==> config.mk <==
export PLATFORM = sky130hd
export DESIGN_NAME = ble_sensor_object_parser_top
export DESIGN_NICKNAME = d
export VERILOG_FILES = /design/src/hdl/bsop_pkg.sv /design/src/hdl/ble_sensor_object_parser_top.sv
export SDC_FILE = /design/constraint.sdc
export NUM_CORES = 1
export LEC_CHECK = 0
export BUFFER_PORTS_ARGS = -buffer_cell sky130_fd_sc_hd__buf_2
export CAP_MARGIN = 20
export CORE_AREA = 2 2 132 134
export DETAILED_ROUTE_END_ITERATION = 10
export DIE_AREA = 0 0 134 136
export PLACE_DENSITY = 0.47
export REMOVE_ABC_BUFFERS = 1
export SETUP_SLACK_MARGIN = 0.02
export SYNTH_ARGS = -nofsm -noshare
export SYNTH_HDL_FRONTEND = slang
export SYNTH_SLANG_ARGS = --single-unit
==> constraint.sdc <==
create_clock -name clk -period 10.7 [get_ports clk]
set_clock_uncertainty 0.05 [all_clocks]
set_input_delay 2.14 -clock clk [delete_from_list [all_inputs] [get_ports clk]]
set_output_delay 2.14 -clock clk [all_outputs]
set_load 0.01 [all_outputs]
==> src/hdl/bsop_pkg.sv <==
// Shared types, codes and the object descriptor ROM for the sensor object parser.
// No dependencies; imported by ble_sensor_object_parser_top and the testbench.
`timescale 1ns / 1ps
`default_nettype none

package bsop_pkg;

    localparam int ROM_DEPTH = 80;
    localparam int ID_W      = 7;
    localparam int VALUE_W   = 32;
    localparam int RAW_W     = 33;
    localparam int LEN_W     = 3;
    localparam int EXP_W     = 2;
    localparam int OUT_DATA_W = 48;

    // Descriptor bits: length in 2..0, sign kind in 4..3, exponent in 6..5.
    localparam logic [1:0] SIGN_KIND_SIGNED = 2'b01;

    typedef enum logic [1:0] {
        ST_MEASURE = 2'd0,
        ST_UNKNOWN = 2'd1,
        ST_SHORT   = 2'd2
    } status_t;

    typedef enum logic [2:0] {
        PH_EXPECT = 3'b001,
        PH_VALUE  = 3'b010,
        PH_DROP   = 3'b100
    } phase_t;

    localparam logic [7:0] OBJ_ROM [0:ROM_DEPTH-1] = '{
        8'h01, 8'h01, 8'h4A, 8'h42, 8'h43, 8'h43, 8'h42, 8'h42,
        8'h4A, 8'h01, 8'h63, 8'h43, 8'h62, 8'h02, 8'h02, 8'h01,
        8'h01, 8'h01, 8'h02, 8'h02, 8'h42, 8'h01, 8'h01, 8'h01,
        8'h01, 8'h01, 8'h01, 8'h01, 8'h01, 8'h01, 8'h01, 8'h01,
        8'h01, 8'h01, 8'h01, 8'h01, 8'h01, 8'h01, 8'h01, 8'h01,
        8'h01, 8'h01, 8'h01, 8'h01, 8'h01, 8'h01, 8'h01, 8'h01,
        8'h00, 8'h00, 8'h00, 8'h00, 8'h00, 8'h00, 8'h00, 8'h00,
        8'h00, 8'h00, 8'h00, 8'h00, 8'h00, 8'h02, 8'h04, 8'h2A,
        8'h02, 8'h22, 8'h63, 8'h62, 8'h42, 8'h2A, 8'h21, 8'h22,
        8'h02, 8'h62, 8'h22, 8'h63, 8'h64, 8'h64, 8'h64, 8'h64
    };

    // Descriptor lookup; ids past the end of the table read as zero.
    function automatic logic [7:0] obj_descriptor(input logic [ID_W-1:0] id);
        logic [7:0] word;
        word = 8'h00;
        if (int'(id) < ROM_DEPTH) begin
            word = OBJ_ROM[id];
        end
        return word;
    endfunction

endpackage

`default_nettype wire

==> src/hdl/ble_sensor_object_parser_top.sv <==
// Top level of the sensor advertisement object parser: input register, parse logic,
// result register. Depends on bsop_pkg for the descriptor ROM, codes and types.
`timescale 1ns / 1ps
`default_nettype none

// The block takes a sensor advertisement payload one byte per item on the slave stream,
// with tlast on the final byte, and emits one result item per decoded object on the
// master stream. Each object is an id byte followed by one to four little-endian value
// bytes; an internal 80-entry descriptor table gives each id its length, signedness and
// decimal exponent, so the measured quantity is raw_value times ten to the minus
// decimal_exponent. Ids with zero length produce nothing. An unknown id, or a payload
// that ends inside an object, produces one error result whose value and exponent are
// zero, and the rest of an erroneous payload is discarded up to its tlast. The block
// accepts one byte every cycle while the master side takes results; a byte's result
// passes through the input register and then the result register before it is
// presented. The throughput of one byte per cycle is set by the single parse-state
// update each byte makes. No clearing pass is needed after reset.
module ble_sensor_object_parser_top (
    input  wire logic                            clk,
    input  wire logic                            rst_n,
    input  wire logic                            s_axis_tvalid,
    output      logic                            s_axis_tready,
    // tdata fields from bit 0: payload_byte[7:0]
    input  wire logic [7:0]                      s_axis_tdata,
    // tlast carries last_byte
    input  wire logic                            s_axis_tlast,
    output      logic                            m_axis_tvalid,
    input  wire logic                            m_axis_tready,
    // tdata fields from bit 0: object_id[6:0], raw_value[39:7],
    // decimal_exponent[41:40], zero padding[47:42]
    output      logic [bsop_pkg::OUT_DATA_W-1:0] m_axis_tdata,
    // tuser fields from bit 0: status[1:0]
    output      logic [1:0]                      m_axis_tuser
);
    import bsop_pkg::*;

    // Input register stage.
    logic        in_valid_reg;
    logic [7:0]  in_byte_reg;
    logic        in_last_reg;

    // Parse state, updated once per byte taken from the input register.
    phase_t               phase_reg, phase_next;
    logic [ID_W-1:0]      cur_id_reg, cur_id_next;
    logic [LEN_W-1:0]     bytes_left_reg, bytes_left_next;
    logic [LEN_W-1:0]     value_length_reg, value_length_next;
    logic [VALUE_W-1:0]   acc_reg, acc_next;
    logic                 signed_reg, signed_next;
    logic [EXP_W-1:0]     exp_reg, exp_next;

    // Result register stage.
    logic                 out_valid_reg;
    logic [ID_W-1:0]      out_id_reg;
    logic [RAW_W-1:0]     out_raw_reg;
    logic [EXP_W-1:0]     out_exp_reg;
    status_t              out_status_reg;

    // Combinational result of the byte in the input register.
    logic                 res_fire;
    logic [ID_W-1:0]      res_id;
    logic [RAW_W-1:0]     res_raw;
    logic [EXP_W-1:0]     res_exp;
    status_t              res_status;

    logic                 advance;
    logic                 take;
    logic [7:0]           desc;
    logic [LEN_W-1:0]     desc_len;
    logic [1:0]           pos;
    logic [VALUE_W-1:0]   shifted;
    logic [VALUE_W-1:0]   acc_merged;
    logic [LEN_W-1:0]     left_dec;
    logic [RAW_W-1:0]     ext_mask;
    logic                 top_bit;

    // The pipeline moves whenever the result register is free or being emptied.
    assign advance       = !out_valid_reg || m_axis_tready;
    assign take          = in_valid_reg && advance;
    assign s_axis_tready = !in_valid_reg || advance;

    assign desc     = obj_descriptor(in_byte_reg[ID_W-1:0]);
    assign desc_len = desc[LEN_W-1:0];

    // Value byte placement and the finished, sign-extended value.
    assign pos        = value_length_reg[1:0] - bytes_left_reg[1:0];
    assign shifted    = {{(VALUE_W-8){1'b0}}, in_byte_reg} << {pos, 3'b000};
    assign acc_merged = acc_reg | shifted;
    assign left_dec   = bytes_left_reg - LEN_W'(1);

    always_comb
    begin
        unique case (value_length_reg)
            3'd1:
            begin
                top_bit  = acc_merged[7];
                ext_mask = {{(RAW_W-8){1'b1}}, 8'h00};
            end
            3'd2:
            begin
                top_bit  = acc_merged[15];
                ext_mask = {{(RAW_W-16){1'b1}}, 16'h0000};
            end
            3'd3:
            begin
                top_bit  = acc_merged[23];
                ext_mask = {{(RAW_W-24){1'b1}}, 24'h000000};
            end
            default:
            begin
                top_bit  = acc_merged[31];
                ext_mask = {{(RAW_W-32){1'b1}}, 32'h00000000};
            end
        endcase
    end

    always_comb
    begin
        phase_next        = phase_reg;
        cur_id_next       = cur_id_reg;
        bytes_left_next   = bytes_left_reg;
        value_length_next = value_length_reg;
        acc_next          = acc_reg;
        signed_next       = signed_reg;
        exp_next          = exp_reg;
        res_fire          = 1'b0;
        res_id            = cur_id_reg;
        res_raw           = '0;
        res_exp           = '0;
        res_status        = ST_MEASURE;

        unique case (phase_reg)
            PH_EXPECT:
            begin
                if (int'(in_byte_reg) >= ROM_DEPTH) begin
                    res_fire   = 1'b1;
                    res_id     = in_byte_reg[ID_W-1:0];
                    res_status = ST_UNKNOWN;
                    phase_next = PH_DROP;
                end else begin
                    cur_id_next = in_byte_reg[ID_W-1:0];
                    // A zero-length id is skipped and the next byte is another id.
                    if (desc_len != '0) begin
                        value_length_next = desc_len;
                        bytes_left_next   = desc_len;
                        signed_next       = (desc[4:3] == SIGN_KIND_SIGNED);
                        exp_next          = desc[6:5];
                        acc_next          = '0;
                        if (in_last_reg) begin
                            res_fire   = 1'b1;
                            res_id     = in_byte_reg[ID_W-1:0];
                            res_status = ST_SHORT;
                        end else begin
                            phase_next = PH_VALUE;
                        end
                    end
                end
            end
            PH_VALUE:
            begin
                acc_next        = acc_merged;
                bytes_left_next = left_dec;
                if (left_dec == '0) begin
                    res_fire   = 1'b1;
                    res_raw    = {1'b0, acc_merged} | ((signed_reg && top_bit) ? ext_mask : '0);
                    res_exp    = exp_reg;
                    res_status = ST_MEASURE;
                    phase_next = PH_EXPECT;
                end else if (in_last_reg) begin
                    res_fire   = 1'b1;
                    res_status = ST_SHORT;
                end
            end
            default:
            begin
                // Dropping the remainder of a bad payload.
                phase_next = phase_reg;
            end
        endcase

        // Every tlast byte ends the payload; the next byte starts a new one.
        if (in_last_reg) begin
            phase_next = PH_EXPECT;
        end
    end

    always_ff @(posedge clk or negedge rst_n)
    begin
        if (!rst_n) begin
            in_valid_reg     <= 1'b0;
            out_valid_reg    <= 1'b0;
            phase_reg        <= PH_EXPECT;
            cur_id_reg       <= '0;
            bytes_left_reg   <= '0;
            value_length_reg <= '0;
            acc_reg          <= '0;
            signed_reg       <= 1'b0;
            exp_reg          <= '0;
        end else begin
            if (s_axis_tready) begin
                in_valid_reg <= s_axis_tvalid;
            end
            if (advance) begin
                out_valid_reg <= take && res_fire;
            end
            if (take) begin
                phase_reg        <= phase_next;
                cur_id_reg       <= cur_id_next;
                bytes_left_reg   <= bytes_left_next;
                value_length_reg <= value_length_next;
                acc_reg          <= acc_next;
                signed_reg       <= signed_next;
                exp_reg          <= exp_next;
            end
        end
    end

    always_ff @(posedge clk)
    begin
        if (s_axis_tready && s_axis_tvalid) begin
            in_byte_reg <= s_axis_tdata;
            in_last_reg <= s_axis_tlast;
        end
        if (take && res_fire) begin
            out_id_reg     <= res_id;
            out_raw_reg    <= res_raw;
            out_exp_reg    <= res_exp;
            out_status_reg <= res_status;
        end
    end

    assign m_axis_tvalid = out_valid_reg;
    assign m_axis_tdata  = {{(OUT_DATA_W-ID_W-RAW_W-EXP_W){1'b0}},
                            out_exp_reg, out_raw_reg, out_id_reg};
    assign m_axis_tuser  = out_status_reg;

    // Error results never carry a value or an exponent.
    assert property (@(posedge clk) disable iff (!rst_n)
        (m_axis_tvalid && m_axis_tuser != ST_MEASURE) |->
            (m_axis_tdata[ID_W+RAW_W+EXP_W-1:ID_W] == '0))
        else $error("error result carries a value or exponent");

    // A measurement always belongs to an id that the descriptor table knows.
    assert property (@(posedge clk) disable iff (!rst_n)
        (m_axis_tvalid && m_axis_tuser == ST_MEASURE) |->
            (int'(m_axis_tdata[ID_W-1:0]) < ROM_DEPTH))
        else $error("measurement result with an unknown id");

    // A tlast byte always leaves the parser waiting for a fresh id.
    assert property (@(posedge clk) disable iff (!rst_n)
        (take && in_last_reg) |=> (phase_reg == PH_EXPECT))
        else $error("parser not reset to id phase after tlast");

    // While value bytes are expected, the remaining count is within the object length.
    assert property (@(posedge clk) disable iff (!rst_n)
        (phase_reg == PH_VALUE) |->
            (bytes_left_reg != '0 && bytes_left_reg <= value_length_reg))
        else $error("remaining byte count out of range");

endmodule

`default_nettype wire

# Word level (Yosys, flattened, before mapping)
# Memory sizes are Yosys's and may differ from the RTL's.
# Cells that the tools add are included.
# word_totals
register_bits,106
mem_bits_ro,1024
wordCells,84
memories,1
# mem_list
memory,depth,word_bits,read_ports,rd_clocked_by_memory_dff,wr,line_no,text
(no name shown),128,8,1,0,0,bsop_pkg.sv:49,word = OBJ_ROM[id];
# classes
addsub,2
magnitude_cmp,3
eq_ne,10
n_shift,1
mux,31
n_bitwise,4
n_reduce_logical,17
# op_table
operator,n
$pmux W32 S3,1
$mux W32,2
$pmux W32 S2,1
$mux W7,7
$mux W33,1
$or A32 B33 Y33,1
$or A32 B32 Y32,1
$shl A8 B5 Y32,1
$mux W3,6
$pmux W3 S2,2
$reduce_and A4 Y1,3
$eq A3 B2 Y1 const B,3
$ge A8 B7 Y1 const B,1
$ge A8 B8 Y1 const B,1
$mux W2,4
$not A7 Y8,1
$lt A7 B7 Y1 const B,1
$eq A3 B1 Y1 const B,2
$reduce_bool A3 Y1,2
$logic_and A1 B1 Y1,4
$mux W1,4
$ne A2 B2 Y1 const B,2
$ne A4 B4 Y1 const B,1
$pmux W2 S2,1
13 further kinds,15

# Longest topological paths before layout
# Gate-level depths: netlist of run 1.
# depth
ltp_word,10
depth_mapped,9
ltp_nobuf,8

# Worst setup path after synthesis of run 1
# Ideal clock, no wire load.
# synth_path
path_type,input to register
start,input m_axis_tready
end,register out_status_reg[0] (netlist: m_axis_tuser[0]) (enable)
setup_ns,0.472
arrival_time_ns,4.703
path_slack_ns,5.475
cell_stages,3
path_buffers,0
path_cell_list,nand2b_1 > nand2_1 > a31oi_1
# synth_via
elab_chain_len,3
# synth_lines
element,line_no,text
start: declaration,ble_sensor_object_parser_top.sv:28,"input wire logic m_axis_tready,"
$logic_or A1 B1 Y1,ble_sensor_object_parser_top.sv:77,assign advance = !out_valid_reg || m_axis_tready;
$logic_and A1 B1 Y1,ble_sensor_object_parser_top.sv:78,assign take = in_valid_reg && advance;
$logic_and A1 B1 Y1,ble_sensor_object_parser_top.sv:223,if (take && res_fire) begin
end signal: assignment,ble_sensor_object_parser_top.sv:227,out_status_reg <= res_status;
end: declaration,ble_sensor_object_parser_top.sv:56,status_t out_status_reg;
# Every way passes these cells.
# A chain may end at the register's enable or synchronous reset.

# Worst setup path in the final report of run 1
# layout_path
start,input m_axis_tready
end,output s_axis_tready
# layout_via
elab_chain_len,2
# layout_lines
element,line_no,text
$logic_or A1 B1 Y1,ble_sensor_object_parser_top.sv:77,
$logic_or A1 B1 Y1,ble_sensor_object_parser_top.sv:79,assign s_axis_tready = !in_valid_reg || advance;
end: declaration,ble_sensor_object_parser_top.sv:22,"output logic s_axis_tready,"
# Every way passes these cells.

==> flow_summary_export.csv, run 1 <==
group,metric,value,unit
outcome,result_of_the_run,"complete, no violations",
global_route,grt_first_pass_wirelength,18300,um
detailed_routing,first_pass_iters,4,
setup_path,crit_chain,"buf_2 > nand3b_1 > buf_2",
detailed_routing,via_count,3423,
finish,nets,490,
placement,port_buffers,58,
clock_network,tritoncts_clock_tree,"yes",
synth,synth_cell_types,62,
sta,hold_viol,0,
synth,synthesis.instances,432,
finish,flip_flop_count_of_the_largest_register_all_copies_and_words_added,33,
global_route,antenna_found_initial,0,
clock_network,cts_resized,0,
clock_network,cts_buffers,9,
detailed_routing,postRouteAntennaNets,0,
clock_network,cts.sinks,106,
placement,dp_wirelength,7470,um
setup_path,timing.critical_path.arrival,2.58,ns
synth,synth_largest_area_cell,"sky130_fd_sc_hd__edfxtp_1",
setup_path,cp_slowest_cell,"sky130_fd_sc_hd__nand3b_1",
setup_path,rr_worst_depth,7,
finish,fillCellCount,1704,
global_route,grt-ovfl-total,0,
sta,relSlewSlack,29.3,%
setup_path,worst-path-max-fanout,3,
power_and_ir_drop,leakagePower,0.00228,uW
synth,asyncSetResetFlopFracSynth,50.0,%
detailed_routing,detail_route.iter0.violations,233,
synth,synth-warning-count,0,
finish,flow.area_growth_from_synthesis,14.0,%
setup_path,rr_endpoint,"out_raw_reg[4]$_SDFFCE_PN0P_",
setup_path,path_delay_family,"buffers and inverters",
synth,synth-seq-area-share,58.5,%
setup_path,path_buf_inv,2,
sta,final_period_minus_worst_setup_slack,4.77,ns
setup_path,critPathCaptureType,"primary output",
setup_path,critical_path_depth,3,
placement,routabilityCongestion,0.813,
synth,synth_enable_flop_cells,53,
sta,layout_worst_path_cycle_share,44.5,%
setup_path,reg2reg_slack,7.41,ns
sta,setup_viol,0,
setup_path,setup_cp_type,"in2out",
setup_path,timing.critical_path.required,8.51,ns
setup_path,endpoint,"s_axis_tready",
global_route,grt_start_max_net_pins,54,
die,io_pins,65,
clock_network,clock_input_transition_at_the_sequential_cells_of_the_worst_setup_and_hold_paths,0.06,ns
detailed_routing,viasPerCell,4.86,
die,die_height,136,um
job,timing.max_cap.violations,0,
sta,totalNegativeSetupSlack,0,ns
synth,synth_top_area_share,31.9,%
clock_network,ctsHoldBuffers,0,
sta,report.final.slew_viol_count,0,
die,starting_density,29.6,%
clock_network,clock_tree.root_cell,"sky130_fd_sc_hd__clkbuf_16",
die,core_area,16900,um^2
sta,timing.fmax,210,MHz
finish,antenna-diode-count,0,
finish,layout-drive-gt1-share,22.5,%
detailed_routing,drc_errors,0,
synth,ranking_of_synthesized_cells_by_area,"sky130_fd_sc_hd__edfxtp_1, sky130_fd_sc_hd__dfrtp_1, sky130_fd_sc_hd__a21oi_1",
clock_network,clk_path_buf_depth,2,
power_and_ir_drop,vdd.ir_drop.worst,0.0907,mV
global_route,grt_pass1_vias,3358,
sta,worst-slew-pin-transition,1.06,ns
setup_path,timing.rr.start,"in_byte_reg[4]$_DFFE_PP_",
power_and_ir_drop,p_total,1430,uW
synth,synth.cell_area,4990,um^2
die,x_dimension_of_the_die,134,um
setup_path,start_kind,"primary input",
detailed_routing,routed_wire_length_per_instance,16.3,um
die,fp.dieArea,18200,um^2
setup_path,critPathMostFrequentCell,"sky130_fd_sc_hd__buf_2",
global_route,track_usage,13.3,%
synth,ys_ff_latch,106,
hold_path,hp-class,"reg2reg",
clock_network,postCtsSetupBuffers,0,
detailed_routing,postRouteWirelength,11500,um
setup_path,critPathLaunch,"m_axis_tready",
clock_network,clock_latency,0.35,ns
power_and_ir_drop,power.density,251,nW/um^2
sta,rsz0062_at_grt,"false",
synth,ys_dominant_reg_cell,"sky130_fd_sc_hd__edfxtp_1",
synth,synthesis.area_per_instance,11.6,um^2
die,placement_rows,48,
clock_network,htree_num_levels,3,
setup_path,crit_path_max_incr_delay,0.18,ns
==> metal layers <==
metal	GRT usage, %	wire length, um	up-vias	part of all wire, %
met5	0	0	-	0
met4	6.09	247	0	2.1
met3	2.16	608	16	5.3
met2	21.5	5350	92	47
met1	17.5	5290	1657	46
li1	-	-	1658	-
==> cell families (layout without fill, tap and decap cells) <==
logic type      count (synthesis)  in the layout  synth area share [%]
mux                            20             20                  4.69
simple gates                  110            110                  11.2
other cells                     1              6                0.0751
flops                         106            106                  58.5
compound gates                143            143                  18.0
buf+inv                        43             85                  5.14
xor+xnor                        6              6                  1.63
fa+ha+maj                       3              3                 0.752
==> worst min path at each step <==
| stage | startpoint | to | slack, ns | cells after the start |
|---|---|---|---|---|
| after floorplan | acc_reg[15]$_DFFE_PN0P_ | acc_reg[15]$_DFFE_PN0P_ | 0.41 | 1 |
| after CTS | acc_reg[15]$_DFFE_PN0P_ | acc_reg[15]$_DFFE_PN0P_ | 0.45 | 1 |
| after global routing | acc_reg[10]$_DFFE_PN0P_ | acc_reg[10]$_DFFE_PN0P_ | 0.46 | 2 |
| after global placement | acc_reg[15]$_DFFE_PN0P_ | acc_reg[15]$_DFFE_PN0P_ | 0.42 | 1 |
| after detailed placement | acc_reg[15]$_DFFE_PN0P_ | acc_reg[15]$_DFFE_PN0P_ | 0.43 | 1 |
| final | acc_reg[15]$_DFFE_PN0P_ | acc_reg[15]$_DFFE_PN0P_ | 0.44 | 1 |
==> cell usage after synthesis, types with 4 or more instances <==
library cell,number
sky130_fd_sc_hd__nor3_1,7
sky130_fd_sc_hd__and2_1,9
sky130_fd_sc_hd__edfxtp_1,53
sky130_fd_sc_hd__nor2_1,44
sky130_fd_sc_hd__nand4_1,4
sky130_fd_sc_hd__o21ai_0,23
sky130_fd_sc_hd__mux2_2,15
sky130_fd_sc_hd__inv_1,6
sky130_fd_sc_hd__nand3b_1,4
sky130_fd_sc_hd__buf_6,7
sky130_fd_sc_hd__a31oi_1,8
sky130_fd_sc_hd__dfrtp_1,52
sky130_fd_sc_hd__buf_4,8
sky130_fd_sc_hd__a22o_1,12
sky130_fd_sc_hd__a21oi_1,72
sky130_fd_sc_hd__nand2_1,14
sky130_fd_sc_hd__nor2b_1,5
sky130_fd_sc_hd__buf_2,10
sky130_fd_sc_hd__nand2b_1,5
sky130_fd_sc_hd__clkbuf_1,12
==> per-stage QoR <==
stage / setup slack, ns / std cells / area (um^2) / util [%] / hold slack (ns)
after floorplan: 5.48 / 400 / 4780 / - / 0.407
after global placement: 5.95 / 688 / 5400 / 32.0 / 0.425
after detailed placement: 5.94 / 688 / 5400 / 32.0 / 0.430
after CTS: 5.94 / 704 / 5690 / 33.7 / 0.448
after global routing: 5.91 / 704 / 5690 / 33.7 / 0.464
final: 5.93 / 704 / 5690 / 33.7 / 0.444
==> power breakdown <==
part | internal, uW | switching (uW)
clock network | 181 | 144
logic | 196 | 274
registers | 562 | 71.4
==> cell type report <==
class / count / area, um^2 / area share, %
tap: 225 / 282 / 4.95
multi-input combinational: 288 / 1850 / 32.5
sequential: 106 / 2920 / 51.3
clock buffer: 11 / 233 / 4.09
timing repair buffer: 63 / 328 / 5.76
clock inverter: 5 / 55.1 / 0.968
inverter: 6 / 22.5 / 0.396
==> cells in the final DEF (no fill, tap or decap), types with 9 or more instances in the layout <==
cell | Yosys | routed
sky130_fd_sc_hd__buf_2 | 10 | 58
sky130_fd_sc_hd__mux2_2 | 15 | 15
sky130_fd_sc_hd__a22o_1 | 12 | 12
sky130_fd_sc_hd__o21ai_0 | 23 | 23
sky130_fd_sc_hd__clkbuf_16 | 0 | 9
sky130_fd_sc_hd__and2_1 | 9 | 9
sky130_fd_sc_hd__a21oi_1 | 72 | 72
sky130_fd_sc_hd__nand2_1 | 14 | 14
sky130_fd_sc_hd__edfxtp_1 | 53 | 53
sky130_fd_sc_hd__nor2_1 | 44 | 44
sky130_fd_sc_hd__dfrtp_1 | 52 | 52
(Power assumes the default switching activity.)
==> run 2: changes to the inputs <==
--- a/config.mk
+++ b/config.mk
@@ -5,12 +5,13 @@
 export SDC_FILE = /design/constraint.sdc
 export NUM_CORES = 1
 export LEC_CHECK = 0
+export ABC_AREA = 1
 export BUFFER_PORTS_ARGS = -buffer_cell sky130_fd_sc_hd__buf_2
 export CAP_MARGIN = 20
-export CORE_AREA = 2 2 132 134
+export CORE_AREA = 2 2 137 139
 export DETAILED_ROUTE_END_ITERATION = 10
-export DIE_AREA = 0 0 134 136
-export PLACE_DENSITY = 0.47
+export DIE_AREA = 0 0 139 141
+export PLACE_DENSITY = 0.48
 export REMOVE_ABC_BUFFERS = 1
 export SETUP_SLACK_MARGIN = 0.02
 export SYNTH_ARGS = -nofsm -noshare
==> constraint.sdc (replaced) <==
create_clock -name clk -period 4 [get_ports clk]
set_clock_uncertainty 0.05 [all_clocks]
set_input_delay 0.8 -clock clk [delete_from_list [all_inputs] [get_ports clk]]
set_output_delay 0.8 -clock clk [all_outputs]
set_load 0.01 [all_outputs]
==> flow_summary_export.csv, run 2 <==
group,metric,value,unit
outcome,result_of_the_run,"complete, no violations",
clock_network,cts.sinks,106,
global_route,grt_pass1_vias,4199,
global_route,grt_start_max_net_pins,37,
power_and_ir_drop,vdd.ir_drop.worst,0.250,mV
die,fp.dieArea,19600,um^2
detailed_routing,postRouteAntennaNets,0,
finish,antenna-diode-count,0,
sta,setup_viol,0,
power_and_ir_drop,netSwitchingFraction,42.8,%
synth,synth.cells.most_frequent,"sky130_fd_sc_hd__nand2_1, sky130_fd_sc_hd__inv_1, sky130_fd_sc_hd__edfxtp_1",
finish,utilization_after_layout,33.5,%
sta,totalNegativeSetupSlack,0,ns
sta,relSlewSlack,41.7,%
hold_path,hp-class,"in2async",
setup_path,timing.critical_path.required,4.02,ns
detailed_routing,detail_route.iter0.violations,405,
sta,hold_viol,0,
detailed_routing,viasPerCell,4.75,
finish,flow.area_growth_from_synthesis,14.2,%
global_route,track_usage,14.6,%
clock_network,clock_latency,0.36,ns
synth,synthesis.instances,610,
clock_network,cts_buffers,9,
finish,stdcell_count,893,
clock_network,clk_path_buf_depth,2,
die,x_dimension_of_the_die,139,um
clock_network,tritoncts_clock_tree,"yes",
clock_network,cts_resized,0,
clock_network,postCtsSetupBuffers,0,
sta,final_period_minus_worst_setup_slack,3.07,ns
placement,port_buffers,58,
setup_path,setup_cp_type,"reg2reg",
synth,synth-seq-area-share,54.5,%
clock_network,clock_input_transition_at_the_sequential_cells_of_the_worst_setup_and_hold_paths,0.08,ns
detailed_routing,via_count,4240,
synth,yosysMostFrequentCell,"sky130_fd_sc_hd__nand2_1",
power_and_ir_drop,pwr-share-comb,39.2,%
power_and_ir_drop,p_switching,1770,uW
synth,synth_top_area_share,29.7,%
setup_path,start_kind,"register",
die,die_height,141,um
synth,ys_dominant_reg_cell,"sky130_fd_sc_hd__edfxtp_1",
clock_network,htree_num_levels,3,
job,timing.max_cap.violations,0,
synth,asyncSetResetFlopFracSynth,50.0,%
synth,synth_enable_flop_cells,53,
finish,layout.cells.most_common_list,"sky130_fd_sc_hd__nand2_1, sky130_fd_sc_hd__inv_1, sky130_fd_sc_hd__buf_2",
global_route,grt_first_pass_wirelength,22600,um
power_and_ir_drop,power_frac_clock,21.0,%
die,core_area,18300,um^2
synth,ys_ff_latch,106,
clock_network,clock_tree.root_cell,"sky130_fd_sc_hd__clkbuf_16",
global_route,grt-ovfl-total,0,
synth,synth-warning-count,0,
setup_path,critPathCaptureType,"register",
die,placement_rows,50,
sta,rsz0062_at_grt,"false",
sta,worst-slew-pin-transition,0.872,ns
die,io_pins,65,
finish,flip_flop_count_of_the_largest_register_all_copies_and_words_added,33,
placement,routabilityCongestion,0.789,
finish,layout-drive-gt1-share,17.1,%
synth,synth.cell_area,5350,um^2
die,starting_density,29.3,%
setup_path,timing.critical_path.arrival,3.09,ns
placement,post-place-cells,877,
global_route,antenna_found_initial,0,
clock_network,ctsHoldBuffers,0,
synth,ranking_of_synthesized_cells_by_area,"sky130_fd_sc_hd__edfxtp_1, sky130_fd_sc_hd__dfrtp_1, sky130_fd_sc_hd__nand2_1",
sta,timing.fmax,326,MHz
setup_path,worst-path-max-fanout,23,
detailed_routing,postRouteWirelength,13700,um
synth,synthesis.area_per_instance,8.78,um^2
detailed_routing,drc_errors,0,
synth,synth_cell_types,36,
sta,layout_worst_path_cycle_share,76.8,%
finish,nets,670,
placement,dp_wirelength,9530,um
synth,synth_largest_area_cell,"sky130_fd_sc_hd__edfxtp_1",
sta,report.final.slew_viol_count,0,
detailed_routing,routed_wire_length_per_instance,15.3,um
power_and_ir_drop,power.share.sequential,39.8,%
power_and_ir_drop,p_int,2370,uW
power_and_ir_drop,leakagePower,0.00273,uW
detailed_routing,first_pass_iters,5,
power_and_ir_drop,power.density,677,nW/um^2
finish,layout_commonest_cell,"sky130_fd_sc_hd__nand2_1",
==> run 2: changes by cell type after synthesis, sizes merged, moves of 4 or more <==
| cell | before | now |
|---|---|---|
| a22o | 12 | 0 |
| a21oi | 73 | 28 |
| nand3 | 4 | 29 |
| o21bai | 1 | 10 |
| inv | 6 | 79 |
| nand4 | 4 | 38 |
| nor2b | 5 | 0 |
| nand2 | 15 | 181 |
| mux2 | 18 | 0 |
| nand2b | 5 | 0 |
| buf | 25 | 21 |
| and2 | 9 | 0 |
==> run 2: stage by stage <==
| step | hold slack [ns] | area [um^2] | setup WS (ns) | power (uW) |
|---|---|---|---|---|
| after global placement | 0.397 | 5800 | 0.864 | 3280 |
| after global routing | 0.442 | 6110 | 0.519 | 4470 |
| after detailed placement | 0.404 | 5830 | 0.860 | 3300 |
| after CTS | 0.423 | 6110 | 0.850 | 4180 |
| after floorplan | 0.386 | 5170 | 1.15 | 2730 |
| final | 0.421 | 6110 | 0.929 | 4140 |
==> run 2: final timing paths <==
path,startpoint,to,slack (ns),cells past startpoint
max,in_byte_reg[3]$_DFFE_PP_,out_raw_reg[32]$_SDFFCE_PN0P_,0.93,11
min,rst_n,acc_reg[27]$_DFFE_PN0P_,0.42,1
max reg2reg,in_byte_reg[3]$_DFFE_PP_,out_raw_reg[32]$_SDFFCE_PN0P_,0.93,11
min reg2reg,acc_reg[11]$_DFFE_PN0P_,acc_reg[11]$_DFFE_PN0P_,0.42,2
max in group asynchronous,rst_n,phase_reg[0]$_DFFE_PN1P_,2.61,2
min in group clk,acc_reg[11]$_DFFE_PN0P_,acc_reg[11]$_DFFE_PN0P_,0.42,2
==> run 2: final cells by class <==
cell class | instances | area, um^2
Timing Repair Buffer | 63 | 360
Fill cell | 1915 | 12200
Tap cell | 234 | 293
Sequential cell | 106 | 2920
Multi-Input combinational cell | 395 | 1960
Inverter | 79 | 297
Clock buffer | 9 | 225
Clock inverter | 7 | 60.1
==> run 2: logic make-up after synthesis <==
group	Yosys count	share of synthesized area [%]
AO/OA/AOI/OAI	82	8.60
XOR/XNOR	1	0.164
adder cells (fa/ha/maj)	3	0.701
buffers and inverters	114	9.25
flip-flops	106	54.5
other	1	0.0700
AND/OR/NAND/NOR	303	26.7
==> run 2: routing by layer <==
metal | GRT usage [%] | vias up | routed length [um]
li1 | - | 2084 | -
met1 | 18.9 | 2056 | 6190
met2 | 23.7 | 83 | 6660
met3 | 3.09 | 17 | 549
met4 | 6.33 | 0 | 293
met5 | 0 | - | 0
==> run 2: power groups by stage <==
| stage | clock [uW] | sequential [uW] | combinational [uW] |
|---|---|---|---|
| 6_report | 870 | 1650 | 1620 |
| 5_1_grt | 943 | 1690 | 1840 |
| 4_1_cts | 900 | 1650 | 1630 |
| 3_5_place_dp | 0 | 1670 | 1630 |
| 3_3_place_gp | 0 | 1660 | 1610 |
| 2_1_floorplan | 0 | 1690 | 1040 |
==> run 2: worst max-delay path: stages, from the launching register on <==
cell and delay (ns):
sky130_fd_sc_hd__edfxtp_1 0.74, sky130_fd_sc_hd__nand2_1 0.30, sky130_fd_sc_hd__inv_1 0.13, sky130_fd_sc_hd__a31oi_1 0.08
sky130_fd_sc_hd__nand2_1 0.14, sky130_fd_sc_hd__nand2_2 0.11, sky130_fd_sc_hd__nand2_1 0.16, sky130_fd_sc_hd__nand2_2 0.19
sky130_fd_sc_hd__nand3_1 0.12, sky130_fd_sc_hd__nand2_1 0.08, sky130_fd_sc_hd__inv_2 0.39, sky130_fd_sc_hd__buf_12 0.24
